## config.mk

```make
export PLATFORM = sky130hd
export DESIGN_NAME = unique_id_ring_with_cursor_unit
export DESIGN_NICKNAME = d
export VERILOG_FILES = /design/src/sv/uidr_pkg.sv /design/src/sv/uidr_ram.sv /design/src/sv/uidr_ctrl.sv /design/src/sv/unique_id_ring_with_cursor_unit.sv
export SDC_FILE = /design/constraint.sdc
export NUM_CORES = 1
export LEC_CHECK = 0
export ABC_CLOCK_PERIOD_IN_PS = 4500
export BUFFER_PORTS_ARGS = -buffer_cell sky130_fd_sc_hd__buf_2
export CORE_MARGIN = 4
export CORE_UTILIZATION = 35
export DETAILED_ROUTE_END_ITERATION = 6
export HOLD_SLACK_MARGIN = 0.03
export PLACE_DENSITY = 0.58
export SLEW_MARGIN = 5
export SYNTH_ARGS = -nofsm -noshare
export SYNTH_HDL_FRONTEND = slang
export SYNTH_SLANG_ARGS = --single-unit
export TNS_END_PERCENT = 20
```

## constraint.sdc

```tcl
create_clock -name clk_i -period 4.5 [get_ports clk_i]
set_input_delay 0 -clock clk_i [delete_from_list [all_inputs] [get_ports clk_i]]
set_output_delay 0 -clock clk_i [all_outputs]
set_load 0.005 [all_outputs]
```

## src/sv/uidr_pkg.sv

```systemverilog
`timescale 1ns / 1ps
// ----------------------------------------------------------------------------
// uidr_pkg
// Shared types and codes for the unique ID ring with cursor.
// ----------------------------------------------------------------------------
package uidr_pkg;

  typedef logic [2:0] status_t;
  typedef logic [1:0] func_t;

  localparam func_t FN_ADD     = 2'd0;
  localparam func_t FN_REMOVE  = 2'd1;
  localparam func_t FN_ADVANCE = 2'd2;

  localparam status_t STAT_DONE     = 3'd0;
  localparam status_t STAT_DUP      = 3'd1;
  localparam status_t STAT_NOTFOUND = 3'd2;
  localparam status_t STAT_FULL     = 3'd3;
  localparam status_t STAT_EMPTY    = 3'd4;

  typedef enum logic [2:0] {
    ST_IDLE,
    ST_SEARCH,
    ST_SHIFT,
    ST_RDCUR,
    ST_RESULT
  } state_e;

endpackage

```

## src/sv/uidr_ram.sv

```systemverilog
`timescale 1ns / 1ps
// ----------------------------------------------------------------------------
// uidr_ram
// Simple dual-port ID store: one write port, one registered read port.
// ----------------------------------------------------------------------------
module uidr_ram #(
  parameter int DEPTH = 32,
  parameter int WIDTH = 16
) (
  input  logic                     clk_i,
  input  logic                     we_i,
  input  logic [$clog2(DEPTH)-1:0] waddr_i,
  input  logic [WIDTH-1:0]         wdata_i,
  input  logic                     re_i,
  input  logic [$clog2(DEPTH)-1:0] raddr_i,
  output logic [WIDTH-1:0]         rdata_o
);

  logic [WIDTH-1:0] mem_q [DEPTH];
  logic [WIDTH-1:0] rdata_q;

  always_ff @(posedge clk_i) begin
    if (we_i) begin
      mem_q[waddr_i] <= wdata_i;
    end
  end

  // read data holds until the next read
  always_ff @(posedge clk_i) begin
    if (re_i) begin
      rdata_q <= mem_q[raddr_i];
    end
  end

  assign rdata_o = rdata_q;

endmodule

```

## src/sv/uidr_ctrl.sv

```systemverilog
`timescale 1ns / 1ps
// ----------------------------------------------------------------------------
// uidr_ctrl
// Request sequencer: scans the store for an ID, appends, closes gaps by
// read-shift-write, tracks count and cursor, reads back the current entry.
// ----------------------------------------------------------------------------
module uidr_ctrl import uidr_pkg::*; #(
  parameter int CAPACITY = 32,
  parameter int ID_BITS  = 16
) (
  input  logic                          clk_i,
  input  logic                          rst_ni,
  input  logic                          in_valid_i,
  output logic                          in_stall_o,
  input  func_t                         func_i,
  input  logic [ID_BITS-1:0]            item_id_i,
  output logic                          ram_we_o,
  output logic [$clog2(CAPACITY)-1:0]   ram_waddr_o,
  output logic [ID_BITS-1:0]            ram_wdata_o,
  output logic                          ram_re_o,
  output logic [$clog2(CAPACITY)-1:0]   ram_raddr_o,
  input  logic [ID_BITS-1:0]            ram_rdata_i,
  output logic                          res_valid_o,
  input  logic                          res_take_i,
  output logic [ID_BITS-1:0]            res_id_o,
  output logic                          res_cvalid_o,
  output logic [$clog2(CAPACITY+1)-1:0] res_count_o,
  output status_t                       res_status_o
);

  localparam int IDX_W = $clog2(CAPACITY);
  localparam int CNT_W = $clog2(CAPACITY + 1);

  state_e             state_q, state_d;
  func_t              func_q, func_d;
  logic [ID_BITS-1:0] id_q, id_d;
  logic [CNT_W-1:0]   count_q, count_d;
  logic [IDX_W-1:0]   cursor_q, cursor_d;
  logic [CNT_W-1:0]   scan_q, scan_d;
  logic               chk_q, chk_d;
  logic [IDX_W-1:0]   chkidx_q, chkidx_d;
  logic [IDX_W-1:0]   pos_q, pos_d;
  status_t            status_q, status_d;

  logic             hit;
  logic [CNT_W-1:0] cur_inc;
  logic [CNT_W-1:0] cnt_dec;

  assign hit     = chk_q && (ram_rdata_i == id_q);
  assign cur_inc = CNT_W'(cursor_q) + CNT_W'(1);
  assign cnt_dec = count_q - CNT_W'(1);

  always_ff @(posedge clk_i or negedge rst_ni) begin
    if (!rst_ni) begin
      state_q  <= ST_IDLE;
      count_q  <= '0;
      cursor_q <= '0;
      chk_q    <= 1'b0;
    end else begin
      state_q  <= state_d;
      count_q  <= count_d;
      cursor_q <= cursor_d;
      chk_q    <= chk_d;
    end
  end

  always_ff @(posedge clk_i) begin
    func_q   <= func_d;
    id_q     <= id_d;
    scan_q   <= scan_d;
    chkidx_q <= chkidx_d;
    pos_q    <= pos_d;
    status_q <= status_d;
  end

  always_comb begin
    state_d     = state_q;
    func_d      = func_q;
    id_d        = id_q;
    count_d     = count_q;
    cursor_d    = cursor_q;
    scan_d      = scan_q;
    chk_d       = chk_q;
    chkidx_d    = chkidx_q;
    pos_d       = pos_q;
    status_d    = status_q;
    in_stall_o  = 1'b1;
    res_valid_o = 1'b0;
    ram_we_o    = 1'b0;
    ram_waddr_o = count_q[IDX_W-1:0];
    ram_wdata_o = id_q;
    ram_re_o    = 1'b0;
    ram_raddr_o = scan_q[IDX_W-1:0];

    case (state_q)
      ST_IDLE: begin
        in_stall_o = 1'b0;
        if (in_valid_i) begin
          func_d   = func_i;
          id_d     = item_id_i;
          scan_d   = '0;
          chk_d    = 1'b0;
          status_d = STAT_DONE;
          state_d  = ST_RDCUR;
          case (func_i)
            FN_ADD: begin
              state_d = ST_SEARCH;
            end
            FN_REMOVE: begin
              if (count_q == '0) begin
                status_d = STAT_EMPTY;
              end else begin
                state_d = ST_SEARCH;
              end
            end
            FN_ADVANCE: begin
              if (count_q == '0) begin
                status_d = STAT_EMPTY;
              end else if (cur_inc >= count_q) begin
                cursor_d = '0;
              end else begin
                cursor_d = cur_inc[IDX_W-1:0];
              end
            end
            default: begin
              status_d = STAT_DONE;
            end
          endcase
        end
      end

      // one read issued per cycle, compare on the returning data
      ST_SEARCH: begin
        if (hit) begin
          pos_d = chkidx_q;
          if (func_q == FN_ADD) begin
            status_d = STAT_DUP;
            state_d  = ST_RDCUR;
          end else begin
            scan_d  = CNT_W'(chkidx_q) + CNT_W'(1);
            chk_d   = 1'b0;
            state_d = ST_SHIFT;
          end
        end else if (!chk_q && scan_q >= count_q) begin
          state_d = ST_RDCUR;
          if (func_q == FN_ADD) begin
            if (count_q == CNT_W'(CAPACITY)) begin
              status_d = STAT_FULL;
            end else begin
              ram_we_o = 1'b1;
              count_d  = count_q + CNT_W'(1);
            end
          end else begin
            status_d = STAT_NOTFOUND;
          end
        end else if (scan_q < count_q) begin
          ram_re_o = 1'b1;
          chk_d    = 1'b1;
          chkidx_d = scan_q[IDX_W-1:0];
          scan_d   = scan_q + CNT_W'(1);
        end else begin
          chk_d = 1'b0;
        end
      end

      // entry i+1 is read, then written to i on the next cycle
      ST_SHIFT: begin
        if (chk_q) begin
          ram_we_o    = 1'b1;
          ram_waddr_o = chkidx_q;
          ram_wdata_o = ram_rdata_i;
        end
        if (scan_q < count_q) begin
          ram_re_o = 1'b1;
          chk_d    = 1'b1;
          chkidx_d = IDX_W'(scan_q - CNT_W'(1));
          scan_d   = scan_q + CNT_W'(1);
        end else begin
          chk_d = 1'b0;
          if (!chk_q) begin
            count_d = cnt_dec;
            state_d = ST_RDCUR;
            if (cnt_dec == '0) begin
              cursor_d = '0;
            end else if (pos_q < cursor_q) begin
              cursor_d = cursor_q - IDX_W'(1);
            end else if (pos_q == cursor_q && CNT_W'(cursor_q) >= cnt_dec) begin
              cursor_d = '0;
            end
          end
        end
      end

      ST_RDCUR: begin
        ram_re_o    = 1'b1;
        ram_raddr_o = cursor_q;
        state_d     = ST_RESULT;
      end

      ST_RESULT: begin
        res_valid_o = 1'b1;
        if (res_take_i) begin
          state_d = ST_IDLE;
        end
      end

      default: begin
        state_d = ST_IDLE;
      end
    endcase
  end

  assign res_cvalid_o = (count_q != '0);
  assign res_id_o     = res_cvalid_o ? ram_rdata_i : '0;
  assign res_count_o  = count_q;
  assign res_status_o = status_q;

endmodule

```

## src/sv/unique_id_ring_with_cursor_unit.sv

```systemverilog
`timescale 1ns / 1ps
// ----------------------------------------------------------------------------
// unique_id_ring_with_cursor_unit
// Ordered list of distinct IDs in a RAM, with a cursor to the current entry.
// ----------------------------------------------------------------------------
// Usage:
//   Input channel (in_valid_i / in_stall_o) carries one request: func_i
//   (add, remove, advance) and item_id_i. Output channel (out_valid_o /
//   out_stall_i) returns exactly one result per request: current ID, valid
//   flag, entry count and status.
//   One request is worked at a time; the RAM's single read port sets the
//   pace. An add scans the list and appends when the ID is new and the
//   list is not full; a remove scans for the entry, then shifts each later
//   entry down by one place. Every request, also an advance, a no-op on an
//   empty list or an unused code, ends by reading the current entry.
//   The next request can be taken in the cycle after the result is loaded.
//   A stalled result sits in the output register; the next request is
//   accepted and worked meanwhile and waits for that register to free up.
//   Reset empties the list and parks the cursor at zero; RAM contents need
//   no clearing, only entries below the count are ever used.
// ----------------------------------------------------------------------------
module unique_id_ring_with_cursor_unit import uidr_pkg::*; #(
  parameter int CAPACITY = 32,
  parameter int ID_BITS  = 16
) (
  input  logic                          clk_i,
  input  logic                          rst_ni,
  input  logic                          in_valid_i,
  output logic                          in_stall_o,
  input  logic [1:0]                    func_i,
  input  logic [ID_BITS-1:0]            item_id_i,
  output logic                          out_valid_o,
  input  logic                          out_stall_i,
  output logic [ID_BITS-1:0]            current_id_o,
  output logic                          current_valid_o,
  output logic [$clog2(CAPACITY+1)-1:0] entry_count_o,
  output logic [2:0]                    status_o
);

  localparam int IDX_W = $clog2(CAPACITY);
  localparam int CNT_W = $clog2(CAPACITY + 1);

  logic               ram_we;
  logic [IDX_W-1:0]   ram_waddr;
  logic [ID_BITS-1:0] ram_wdata;
  logic               ram_re;
  logic [IDX_W-1:0]   ram_raddr;
  logic [ID_BITS-1:0] ram_rdata;

  logic               res_valid;
  logic               res_take;
  logic [ID_BITS-1:0] res_id;
  logic               res_cvalid;
  logic [CNT_W-1:0]   res_count;
  status_t            res_status;

  logic               out_valid_q;
  logic [ID_BITS-1:0] out_id_q;
  logic               out_cvalid_q;
  logic [CNT_W-1:0]   out_count_q;
  status_t            out_status_q;

  uidr_ram #(
    .DEPTH(CAPACITY),
    .WIDTH(ID_BITS)
  ) u_ram (
    .clk_i  (clk_i),
    .we_i   (ram_we),
    .waddr_i(ram_waddr),
    .wdata_i(ram_wdata),
    .re_i   (ram_re),
    .raddr_i(ram_raddr),
    .rdata_o(ram_rdata)
  );

  uidr_ctrl #(
    .CAPACITY(CAPACITY),
    .ID_BITS (ID_BITS)
  ) u_ctrl (
    .clk_i       (clk_i),
    .rst_ni      (rst_ni),
    .in_valid_i  (in_valid_i),
    .in_stall_o  (in_stall_o),
    .func_i      (func_i),
    .item_id_i   (item_id_i),
    .ram_we_o    (ram_we),
    .ram_waddr_o (ram_waddr),
    .ram_wdata_o (ram_wdata),
    .ram_re_o    (ram_re),
    .ram_raddr_o (ram_raddr),
    .ram_rdata_i (ram_rdata),
    .res_valid_o (res_valid),
    .res_take_i  (res_take),
    .res_id_o    (res_id),
    .res_cvalid_o(res_cvalid),
    .res_count_o (res_count),
    .res_status_o(res_status)
  );

  assign res_take = !out_valid_q || !out_stall_i;

  always_ff @(posedge clk_i or negedge rst_ni) begin
    if (!rst_ni) begin
      out_valid_q <= 1'b0;
    end else if (res_take) begin
      out_valid_q <= res_valid;
    end
  end

  always_ff @(posedge clk_i) begin
    if (res_take && res_valid) begin
      out_id_q     <= res_id;
      out_cvalid_q <= res_cvalid;
      out_count_q  <= res_count;
      out_status_q <= res_status;
    end
  end

  assign out_valid_o     = out_valid_q;
  assign current_id_o    = out_id_q;
  assign current_valid_o = out_cvalid_q;
  assign entry_count_o   = out_count_q;
  assign status_o        = out_status_q;

endmodule

```

# After elaboration in Yosys (flattened, before gate mapping)
# Memory sizes are Yosys's and may differ from the RTL's. A register that Yosys moved wholly into a read port is not among the register bits.
# Index checks and enable logic that the tools add are counted.
# totals
reg_bits	79
inputBits	22
n_memories	1
elab_cells	154
ram_bits	512
out_inout_bits	28
# op_classes
muxes	71
order_cmp	5
add_sub_neg	7
n_reduce_logical	27
n_eq_ne	28
# memory_table
name	depth	width	read_ports	rd_ports_with_merged_regs	wr	line_no	rtl
u_ram.mem_q	32	16	1	1	1	uidr_ram.sv:19	logic [WIDTH-1:0] mem_q [DEPTH];
# op_table
cell	count
5-bit two-way mux	16
6-bit two-way mux	11
3-bit two-way mux	14
16-bit two-way mux	2
5-bit case mux with 2 select lines	2
2-bit inequality test, second input constant	9
6-bit case mux with 3 select lines	1
1-bit two-way mux	17
16-bit == test	1
3-bit case mux with 5 select lines	1
5-bit AND reduction	3
7-bit AND reduction	2
5-bit by 1-bit adder with 6-bit output, second input constant	2
6-bit by 1-bit adder with 6-bit output, second input constant	2
6-bit greater-or-equal comparator	2
6-bit logical NOT	2
3-bit case mux with 2 select lines	2
6-bit case mux with 2 select lines	1
5-bit by 1-bit subtractor with 5-bit output, second input constant	2
2-bit by 1-bit inequality test with 1-bit output, second input constant	4
3-bit by 2-bit == test with 1-bit output, second input constant	2
6-bit == test, second input constant	1
5-bit by 6-bit greater-or-equal comparator with 1-bit output	1
6-bit < comparator	1
26 further kinds	37

# Logic depth before layout (Yosys ltp)
# Gate-level depths: netlist of run 1.
# depth
word_depth	9
mapped_depth	11
depth_no_buf	10

# Cells and area by module
# From an unflattened synthesis of run 1, not the netlist that was laid out.
# unflattened
hier_cells	1563
area_unflattened_um2	25400.6
# by_module_without_submodules
mod	cells_per_inst	n_inst	area_per_inst_um2
uidr_ram	1143	1	20694.8
uidr_ctrl	390	1	3877.5
unique_id_ring_with_cursor_unit	30	1	828.3

# Least setup slack after synthesis of run 1
# No wires, ideal clock.
# synth_timing
path_type	reg-to-reg
startpoint	register u_ctrl.scan_q[0]
endpoint	register u_ram.rdata_q[0], in the netlist u_ram.rdata_o[0] (read register of u_ram.mem_q) (enable)
setup_time_ns	0.417
stages_incl_launch_ff	10
setup_slack_ns	0.770
arrival_time_ns	3.313
required_ns	4.083
period_less_slack_ns	3.730
cell_sequence	edfxtp_1 buf_1 inv_1 ha_1 nand2b_1 a21oi_1 o21ba_2 nor2_1 or3_1 a221oi_1
# synth_via
elab_chain_len	5
elab_cells_between_ends	8
classes_between	2 x order compare; 5 x mux; 1 x reduce/logical
# synth_rtl
element	line_no	rtl
from (decl)	uidr_ctrl.sv:39	logic [CNT_W-1:0] scan_q, scan_d;
from (signal assigned)	uidr_ctrl.sv:70	scan_q <= scan_d;
6-bit < comparator / 6-bit greater-or-equal comparator (equally long branches)	uidr_ctrl.sv:156, uidr_ctrl.sv:173, uidr_ctrl.sv:144	
1-bit two-way mux / 1-bit logical AND (equally long branches)	uidr_ctrl.sv:156, uidr_ctrl.sv:173, uidr_ctrl.sv:144	
1-bit two-way mux	uidr_ctrl.sv:144	end else if (!chk_q && scan_q >= count_q) begin
1-bit two-way mux	uidr_ctrl.sv:134	if (hit) begin
1-bit case mux with 3 select lines (*)	uidr_ctrl.sv:95	case (state_q)
via ram_re	unique_id_ring_with_cursor_unit.sv:46	logic ram_re;
to (decl)	uidr_ram.sv:20	logic [WIDTH-1:0] rdata_q;
# Mark *: on every way through the listed nets, which the timed path passes. The rest lies on a longest branch.
# A chain may end at the register's enable or synchronous reset.

# Final worst setup path of run 1
# layout_timing
startpoint	register u_ctrl.state_q[2]
endpoint	register u_ram.rdata_q[1], in the netlist u_ram.rdata_o[1] (read register of u_ram.mem_q) (data pin)
# layout_via
elab_chain_len	2
elab_cells_between_ends	5
classes_between	3 x eq/ne; 2 x mux
# layout_rtl
element	line_no	rtl
from (decl)	uidr_ctrl.sv:34	state_e state_q, state_d;
from (signal assigned)	uidr_ctrl.sv:60	state_q <= state_d;
3-bit by 2-bit == test with 1-bit output / 3-bit by 1-bit == test with 1-bit output (equally long branches)	uidr_ctrl.sv:95	
1-bit case mux with 3 select lines / 5-bit two-way mux (equally long branches)	uidr_ctrl.sv:95	
# Several ways; a longest one is shown, not always the timed one.

==> results of run 1 <==
area by class of cell:
type	count	area [um2]
multi-input combinational	1120	7020
fill	6707	43000
inverter	31	116
timing repair buffer	169	1260
sequential	607	18100
clock buffer	68	1530
clock inverter	44	532
tap	959	1200
flip-flops by register name, indices dropped and copies added (netlist names), 2 cells and up:
| name | count |
|---|---|
| u_ctrl.state_q | 3 |
| u_ctrl.scan_q | 6 |
| u_ctrl.id_q | 16 |
| u_ram.mem_q | 512 |
| u_ctrl.res_count_o | 6 |
| u_ctrl.res_status_o | 3 |
| status_o | 3 |
| u_ctrl.chkidx_q | 5 |
| current_id_o | 16 |
| u_ctrl.cursor_q | 5 |
| u_ram.rdata_o | 16 |
| u_ctrl.func_q | 2 |
| u_ctrl.pos_q | 5 |
| entry_count_o | 6 |
power groups by stage:
stage | clock, W | sequential [W] | combinational (W)
after detailed placement | 0 | 0.00772 | 0.00680
final | 0.00526 | 0.00761 | 0.00692
after CTS | 0.00534 | 0.00760 | 0.00684
after global routing | 0.00560 | 0.00763 | 0.00735
after global placement | 0 | 0.00771 | 0.00674
after floorplan | 0 | 0.00740 | 0.00436
stage by stage:
stage	total power [W]	setup WS [ns]	area, um2
finish	0.0198	0.547	29800
global route	0.0206	0.499	29800
CTS	0.0198	0.682	29800
detailed placement	0.0145	0.707	27500
global placement	0.0144	0.761	27500
floorplan	0.0118	0.770	25700
cells in the final DEF, fill, tap and decap left out, drive strengths merged, types with 5 or more instances in the layout:
cell type,n
edfxtp,591
nand2,355
buf,147
mux2i,97
nand3,89
nor2,70
clkbuf,68
a21oi,47
a32oi,41
ha,33
inv,32
nor2b,29
o21ai,28
and2,27
nor4,27
a31oi,26
xnor2,25
clkinv,25
dlygate4sd3,22
nor3,21
nand4,19
o22ai,18
a221oi,18
dfrtp,16
xor2,15
o2111ai,13
o211ai,10
bufinv,10
or3,9
nand2b,9
clkinvlp,8
mux2,8
a21o,8
a2bb2oi,7
o21a,6
o31ai,6
nor3b,6
and3b,5
a211oi,5
routing by layer:
layer	track usage, %	routed length, um
met1	27.7	32700
met2	31.7	36900
met5	0	0
met3	3.23	6820
met4	7.07	2930
worst paths after layout:
check	slack, ns	endpoint
worst max-delay path	0.55	u_ram.rdata_o[1]
worst min-delay path	0.07	u_ctrl.id_q[12]
worst max register to register	0.55	u_ram.rdata_o[1]
worst min register to register	0.42	status_o[1]
max in group asynchronous	3.29	u_ctrl.cursor_q[0]
min in group asynchronous	0.60	u_ctrl.state_q[2]
cells by family after synthesis:
kind of cell | after synthesis | share of synthesized area (%)
xor+xnor | 40 | 1.36
flops | 607 | 70.6
fa+ha+maj | 33 | 1.61
mux | 109 | 4.59
buf+inv | 126 | 2.41
compound gates | 254 | 7.15
simple gates | 684 | 12.3
critical path: stages, from the launching register on:
cell,delay (ns)
sky130_fd_sc_hd__dfrtp_1,0.53
sky130_fd_sc_hd__and4b_1,0.68
sky130_fd_sc_hd__a21o_4,0.40
sky130_fd_sc_hd__buf_4,0.36
sky130_fd_sc_hd__mux2i_1,0.15
sky130_fd_sc_hd__a222oi_1,0.73
sky130_fd_sc_hd__o2111ai_1,0.47
sky130_fd_sc_hd__nor4_1,0.40
==> impl_metrics.prom, run 1 <==
# TYPE chip_impl_metric gauge
chip_impl_metric{name="post_layout_nonfiller_instances",unit=""} 2998
chip_impl_metric{name="drt-pass1-iter-count",unit=""} 5
chip_impl_metric{name="clock_sinks",unit=""} 607
chip_impl_metric{name="max-slew-margin-rel",unit="%"} 9.04
chip_impl_metric{name="worst_ep_arrival_time",unit="ns"} 4.40
chip_impl_metric{name="mappedNetlistNets",unit=""} 1908
chip_impl_metric{name="drt_drc_violations_left",unit=""} 0
chip_impl_metric{name="power.switching",unit="W"} 0.00747
chip_impl_metric{name="die-height",unit="um"} 279
chip_impl_metric{name="fin_tns_setup",unit="ns"} 0
chip_impl_metric{name="first_global_vias",unit=""} 16100
chip_impl_metric{name="power.share.sequential",unit="%"} 38.4
chip_impl_metric{name="final-setup-viol-count",unit=""} 0
chip_impl_metric{name="clock_power_share",unit="%"} 26.6
chip_impl_info{name="start_kind",value="flop"} 1
chip_impl_metric{name="hold_ws",unit="ns"} 0.0717
chip_impl_metric{name="start_util",unit="%"} 35.3
chip_impl_metric{name="max-vdd-ir-drop",unit="mV"} 0.362
chip_impl_metric{name="clock_insertion_delay_worst_skew",unit="ns"} 0.65
chip_impl_metric{name="globalRouteOverflowTotal",unit=""} 0
chip_impl_metric{name="core_area",unit="um2"} 72800
chip_impl_metric{name="power.switching_fraction",unit="%"} 37.8
chip_impl_metric{name="p_leak",unit="nW"} 10.3
chip_impl_info{name="reg2reg_start",value="u_ctrl.state_q[2]"} 1
chip_impl_metric{name="gp_routability_congestion",unit=""} 0.900
chip_impl_metric{name="syn-cell-area",unit="um2"} 25700
chip_impl_metric{name="chipWidth",unit="um"} 279
chip_impl_metric{name="post_cts.repair.setup_buffers",unit=""} 0
chip_impl_info{name="rsz0062_at_grt",value="false"} 1
chip_impl_metric{name="final_wirelength",unit="um"} 79300
chip_impl_metric{name="grt_max_degree",unit=""} 49
chip_impl_metric{name="detail_route.vias_per_cell",unit=""} 5.59
chip_impl_metric{name="postSynthCellCount",unit=""} 1853
chip_impl_info{name="cts_tree",value="done"} 1
chip_impl_metric{name="synth.lib_cells_used.distinct",unit=""} 74
chip_impl_metric{name="layout_min_cycle_time",unit="ns"} 3.95
chip_impl_metric{name="combPwrFrac",unit="%"} 35.0
chip_impl_metric{name="yosysTopAreaCellShare",unit="%"} 69.0
chip_impl_metric{name="async_flop_share",unit="%"} 2.64
chip_impl_metric{name="detail_route.iter0.violations",unit=""} 2061
chip_impl_info{name="synth_area_leaders",value="sky130_fd_sc_hd__edfxtp_1 69%, sky130_fd_sc_hd__nand2_1 5.2%, sky130_fd_sc_hd__mux2i_1 3.7%, sky130_fd_sc_hd__nand3_1 1.7%, sky130_fd_sc_hd__ha_1 1.6%"} 1
chip_impl_metric{name="grt_pass1_wl",unit="um"} 114000
chip_impl_metric{name="final_layout_size_suffix_gt1_share",unit="%"} 14.0
chip_impl_metric{name="min_delay_path_depth",unit=""} 2
chip_impl_info{name="status",value="finished clean"} 1
chip_impl_metric{name="grt_antenna_before_repair",unit=""} 0
chip_impl_metric{name="vias",unit=""} 16800
chip_impl_metric{name="final_net_count",unit=""} 2044
chip_impl_metric{name="port-buffer-count",unit=""} 49
chip_impl_metric{name="number_of_top_level_design_ports",unit=""} 50
chip_impl_info{name="postSynth.topFlopCell",value="sky130_fd_sc_hd__edfxtp_1"} 1
chip_impl_info{name="endpoint_type_of_the_worst_setup_path",value="flop"} 1
chip_impl_info{name="post_synth_most_frequent_cells",value="591 x sky130_fd_sc_hd__edfxtp_1, 355 x sky130_fd_sc_hd__nand2_1, 94 x sky130_fd_sc_hd__mux2i_1, 89 x sky130_fd_sc_hd__nand3_1, 69 x sky130_fd_sc_hd__nor2_1"} 1
chip_impl_metric{name="syn-mean-instance-area",unit="um2"} 13.9
chip_impl_info{name="cell_at_the_root_of_the_clock_tree",value="sky130_fd_sc_hd__clkbuf_16"} 1
chip_impl_metric{name="place.detailed.hpwl",unit="um"} 51800
chip_impl_metric{name="pins_over_slew_limit",unit=""} 0
chip_impl_metric{name="final_core_utilization",unit="%"} 40.9
chip_impl_metric{name="hold_viol",unit=""} 0
chip_impl_metric{name="timing_worst_slew_pin_value",unit="ns"} 1.36
chip_impl_info{name="yosysTopAreaCell",value="sky130_fd_sc_hd__edfxtp_1"} 1
chip_impl_metric{name="die_area",unit="um2"} 77900
chip_impl_metric{name="rows",unit=""} 99
chip_impl_info{name="holdCritStartpoint",value="item_id_i[12]"} 1
chip_impl_metric{name="p_int",unit="W"} 0.0123
chip_impl_metric{name="worst-r2r-cell-count",unit=""} 7
chip_impl_info{name="post-synth-top-count-cell",value="sky130_fd_sc_hd__edfxtp_1"} 1
chip_impl_metric{name="yosysSeqAreaShare",unit="%"} 70.6
chip_impl_metric{name="max_capacitance_violation_count",unit=""} 0
chip_impl_metric{name="groute.usage.overall",unit="%"} 19.9
chip_impl_metric{name="dp_cells",unit=""} 2864
chip_impl_metric{name="num_antenna_cells",unit=""} 0
chip_impl_metric{name="drtAntennaViolNets",unit=""} 0
chip_impl_metric{name="cp_max_fo",unit=""} 22
chip_impl_metric{name="synth-edff-count",unit=""} 591
chip_impl_metric{name="numCtsBuffers",unit=""} 60
chip_impl_metric{name="cts_max_level",unit=""} 2
chip_impl_metric{name="cell_area_power_density",unit="nW/um2"} 664
chip_impl_metric{name="maximum_count_of_clock_buffers_along_a_single_path",unit=""} 3
chip_impl_info{name="timing.setup.critical_path_class",value="reg2reg"} 1
chip_impl_metric{name="required",unit="ns"} 4.95
chip_impl_metric{name="detail_route.wl_per_cell",unit="um"} 26.4
chip_impl_metric{name="period_share",unit="%"} 87.9
chip_impl_metric{name="flow.area_growth_from_synthesis",unit="%"} 15.9
chip_impl_metric{name="fin_skew",unit="ns"} 0.0367
chip_impl_metric{name="cts_hold_buf",unit=""} 22
chip_impl_info{name="min_path_type",value="in2reg"} 1
chip_impl_metric{name="post_cts_resized",unit=""} 0
chip_impl_metric{name="synthesis.yosys.warnings",unit=""} 0
chip_impl_metric{name="clk_pin_slew",unit="ns"} 0.07
chip_impl_info{name="crit_path_start",value="u_ctrl.state_q[2]"} 1
chip_impl_metric{name="max_freq",unit="MHz"} 253
chip_impl_metric{name="ys_ff_latch",unit=""} 607
No activity file was read; power rests on OpenSTA's default activity.
==> run 2: changes to the inputs <==
Settings changed: CELL_PAD_IN_SITES_DETAIL_PLACEMENT set to 1, CELL_PAD_IN_SITES_GLOBAL_PLACEMENT set to 2, PLACE_DENSITY 0.58 to 0.72, SETUP_SLACK_MARGIN set to 0.5.
==> run 2 against run 1 <==
  * Clock power is 2% higher
  * Flip-flop and latch count unchanged
  * Worst setup slack gained 0.12 ns
  * Clock-buffer cell count increased by 21
  * Register-to-register slack gained 0.12 ns
  * Sequential share of layout area fell by 0.26 points
  * Highest routed layer unchanged
  * Clock skew grew 0.011 ns
==> impl_metrics.prom, run 2 (synthesis gave the netlist of run 1 again) <==
# TYPE chip_impl_metric gauge
chip_impl_metric{name="min_delay_path_depth",unit=""} 2
chip_impl_metric{name="fillerInstances",unit=""} 7519
chip_impl_metric{name="clock_sinks",unit=""} 607
chip_impl_metric{name="worst_ep_arrival_time",unit="ns"} 4.08
chip_impl_metric{name="clock_insertion_delay_worst_skew",unit="ns"} 0.63
chip_impl_metric{name="cell_area_power_density",unit="nW/um2"} 673
chip_impl_metric{name="max_freq",unit="MHz"} 261
chip_impl_metric{name="max-vdd-ir-drop",unit="mV"} 0.400
chip_impl_metric{name="final_layout_size_suffix_gt1_share",unit="%"} 14.0
chip_impl_metric{name="cts_max_level",unit=""} 3
chip_impl_info{name="cts_tree",value="done"} 1
chip_impl_metric{name="globalRouteOverflowTotal",unit=""} 0
chip_impl_metric{name="grt_max_degree",unit=""} 68
chip_impl_metric{name="regToRegSetupSlack",unit="ns"} 0.67
chip_impl_metric{name="pins_over_slew_limit",unit=""} 0
chip_impl_metric{name="worst-r2r-cell-count",unit=""} 10
chip_impl_metric{name="post_cts.repair.setup_buffers",unit=""} 0
chip_impl_info{name="regToRegEndpoint",value="u_ram.mem_q[31][0]"} 1
chip_impl_metric{name="flow.area_growth_from_synthesis",unit="%"} 16.4
chip_impl_metric{name="fin_skew",unit="ns"} 0.0480
chip_impl_metric{name="start_util",unit="%"} 35.3
chip_impl_metric{name="place.detailed.hpwl",unit="um"} 57300
chip_impl_metric{name="required",unit="ns"} 4.75
chip_impl_metric{name="multiInputGateArea",unit="um2"} 7030
chip_impl_info{name="whs_endpoint",value="u_ctrl.id_q[9]"} 1
chip_impl_metric{name="core_area",unit="um2"} 72800
chip_impl_metric{name="timing_worst_slew_pin_value",unit="ns"} 1.30
chip_impl_metric{name="clock_power_share",unit="%"} 26.5
chip_impl_metric{name="fin_tns_setup",unit="ns"} 0
chip_impl_info{name="status",value="finished clean"} 1
chip_impl_metric{name="final_net_count",unit=""} 2060
chip_impl_metric{name="grt_pass1_wl",unit="um"} 126000
chip_impl_metric{name="period_share",unit="%"} 85.1
chip_impl_info{name="cell_at_the_root_of_the_clock_tree",value="sky130_fd_sc_hd__clkbuf_16"} 1
chip_impl_metric{name="power.switching",unit="W"} 0.00785
chip_impl_metric{name="numCtsBuffers",unit=""} 69
chip_impl_metric{name="p_int",unit="W"} 0.0123
chip_impl_metric{name="vias",unit=""} 17000
chip_impl_metric{name="port-buffer-count",unit=""} 49
chip_impl_metric{name="detail_route.vias_per_cell",unit=""} 5.63
chip_impl_metric{name="drt_drc_violations_left",unit=""} 0
chip_impl_metric{name="power.switching_fraction",unit="%"} 39.0
chip_impl_info{name="layout_commonest_cell",value="sky130_fd_sc_hd__edfxtp_1"} 1
chip_impl_info{name="timing.setup.critical_path_class",value="reg2reg"} 1
chip_impl_metric{name="max-slew-margin-rel",unit="%"} 13.4
chip_impl_info{name="final_cell_mix",value="591 x sky130_fd_sc_hd__edfxtp_1, 355 x sky130_fd_sc_hd__nand2_1, 100 x sky130_fd_sc_hd__buf_4"} 1
chip_impl_metric{name="first_global_vias",unit=""} 17700
chip_impl_metric{name="detail_route.wl_per_cell",unit="um"} 28.8
chip_impl_metric{name="number_of_top_level_design_ports",unit=""} 50
chip_impl_info{name="endpoint_type_of_the_worst_setup_path",value="flop"} 1
chip_impl_metric{name="drtAntennaViolNets",unit=""} 0
chip_impl_metric{name="combPwrFrac",unit="%"} 36.1
chip_impl_metric{name="hold_viol",unit=""} 0
chip_impl_info{name="start_kind",value="flop"} 1
chip_impl_info{name="reg2reg_start",value="u_ctrl.res_count_o[0]"} 1
chip_impl_metric{name="final-setup-viol-count",unit=""} 0
chip_impl_metric{name="maximum_count_of_clock_buffers_along_a_single_path",unit=""} 3
chip_impl_metric{name="clk_pin_slew",unit="ns"} 0.06
chip_impl_metric{name="layout_min_cycle_time",unit="ns"} 3.83
chip_impl_metric{name="rows",unit=""} 99
chip_impl_metric{name="max_ffs_per_register",unit=""} 512
chip_impl_metric{name="cp_max_fo",unit=""} 16
chip_impl_metric{name="gp_routability_congestion",unit=""} 0.900
chip_impl_metric{name="die_area",unit="um2"} 77900
chip_impl_info{name="holdCritStartpoint",value="item_id_i[9]"} 1
chip_impl_metric{name="final_wirelength",unit="um"} 86900
chip_impl_info{name="min_path_type",value="in2reg"} 1
chip_impl_metric{name="seq_area",unit="um2"} 18100
chip_impl_metric{name="grt_antenna_before_repair",unit=""} 1
chip_impl_metric{name="power.share.sequential",unit="%"} 37.4
chip_impl_metric{name="max_capacitance_violation_count",unit=""} 0
chip_impl_info{name="rsz0062_at_grt",value="true"} 1
chip_impl_metric{name="drt-pass1-iter-count",unit=""} 5
chip_impl_metric{name="chipWidth",unit="um"} 279
chip_impl_metric{name="p_leak",unit="nW"} 10.4
chip_impl_metric{name="die-height",unit="um"} 279
chip_impl_metric{name="hold_ws",unit="ns"} 0.0957
chip_impl_info{name="registers.top_by_ff_count",value="u_ram.mem_q"} 1
chip_impl_metric{name="groute.usage.overall",unit="%"} 22.1
chip_impl_metric{name="detail_route.iter0.violations",unit=""} 1988
[run 2: changes by cell type in the layout (fill, tap and decap cells not counted), sizes merged]
cell      before  now
buf          147  154
clkbuf        68   89
clkinvlp       8    1
bufinv        10    2
inv           32   33
diode          0    1
clkinv        25   27
[run 2: how the worst max path moves through the flow]
stage / slack (ns) / start / cells past startpoint / endpoint
final: 0.67 / u_ctrl.res_count_o[0] / 10 / u_ram.mem_q[31][0]
after global routing: 0.49 / u_ctrl.res_count_o[0] / 10 / u_ram.mem_q[20][15]
after CTS: 0.52 / u_ctrl.state_q[2] / 7 / u_ram.rdata_o[11]
after detailed placement: 0.56 / u_ctrl.state_q[0] / 7 / u_ram.rdata_o[11]
after global placement: 0.61 / u_ctrl.state_q[2] / 7 / u_ram.rdata_o[11]
after floorplan: 0.77 / u_ctrl.scan_q[0] / 9 / u_ram.rdata_o[0]
[run 2: critical path, cell delays in order (launching register included)]
cell and delay [ns]:
sky130_fd_sc_hd__dfrtp_1 0.56, sky130_fd_sc_hd__inv_1 0.21, sky130_fd_sc_hd__ha_1 0.28, sky130_fd_sc_hd__nor3b_1 0.15, sky130_fd_sc_hd__buf_4 0.16, sky130_fd_sc_hd__a311oi_1 0.42, sky130_fd_sc_hd__nand2b_1 0.17, sky130_fd_sc_hd__nor4_2 0.66
sky130_fd_sc_hd__o21a_1 0.33, sky130_fd_sc_hd__and2_1 0.17, sky130_fd_sc_hd__buf_4 0.35
[run 2: final cells by class]
type	count	share of cell area [%]
antenna	1	0.00836
clock buffer	89	6.02
clock inverter	32	1.07
inverter	31	0.389
multi-input combinational	1120	23.5
sequential	607	60.6
tap	959	4.01
timing repair buffer	176	4.40
[run 2: stage by stage]
| stage | util (%) | power (W) | setup slack (ns) | std cells | cell area (um2) |
|---|---|---|---|---|---|
| 3_3_place_gp | 37.9 | 0.0147 | 0.612 | 2871 | 27600 |
| 6_report | 41.1 | 0.0201 | 0.671 | 3015 | 29900 |
| 4_1_cts | 41.1 | 0.0202 | 0.518 | 3014 | 29900 |
| 3_5_place_dp | 37.9 | 0.0148 | 0.563 | 2871 | 27600 |
| 2_1_floorplan | - | 0.0118 | 0.770 | 1853 | 25700 |
| 5_1_grt | 41.1 | 0.0210 | 0.492 | 3014 | 29900 |
[run 2: power by group through the flow]
stage	logic (W)	clock network, W	registers [W]
6_report	0.00727	0.00534	0.00753
5_1_grt	0.00775	0.00572	0.00755
4_1_cts	0.00722	0.00543	0.00752
3_5_place_dp	0.00717	0	0.00764
3_3_place_gp	0.00707	0	0.00762
2_1_floorplan	0.00436	0	0.00740
[run 2: metal layers]
layer	vias to the layer above	wire length, um	global-route usage (%)
met3	134	5820	4.05
met1	8868	36100	29.4
met4	0	3010	7.45
met2	647	42000	36.8
met5	-	0	0
li1	7329	-	-
[run 2: timing repair]
item / in CTS / in global routing
hold endpoints to repair: 69 / 0
hold buffers: 22 / 0
setup endpoints to repair: 0 / 8
resized for setup: 0 / 4
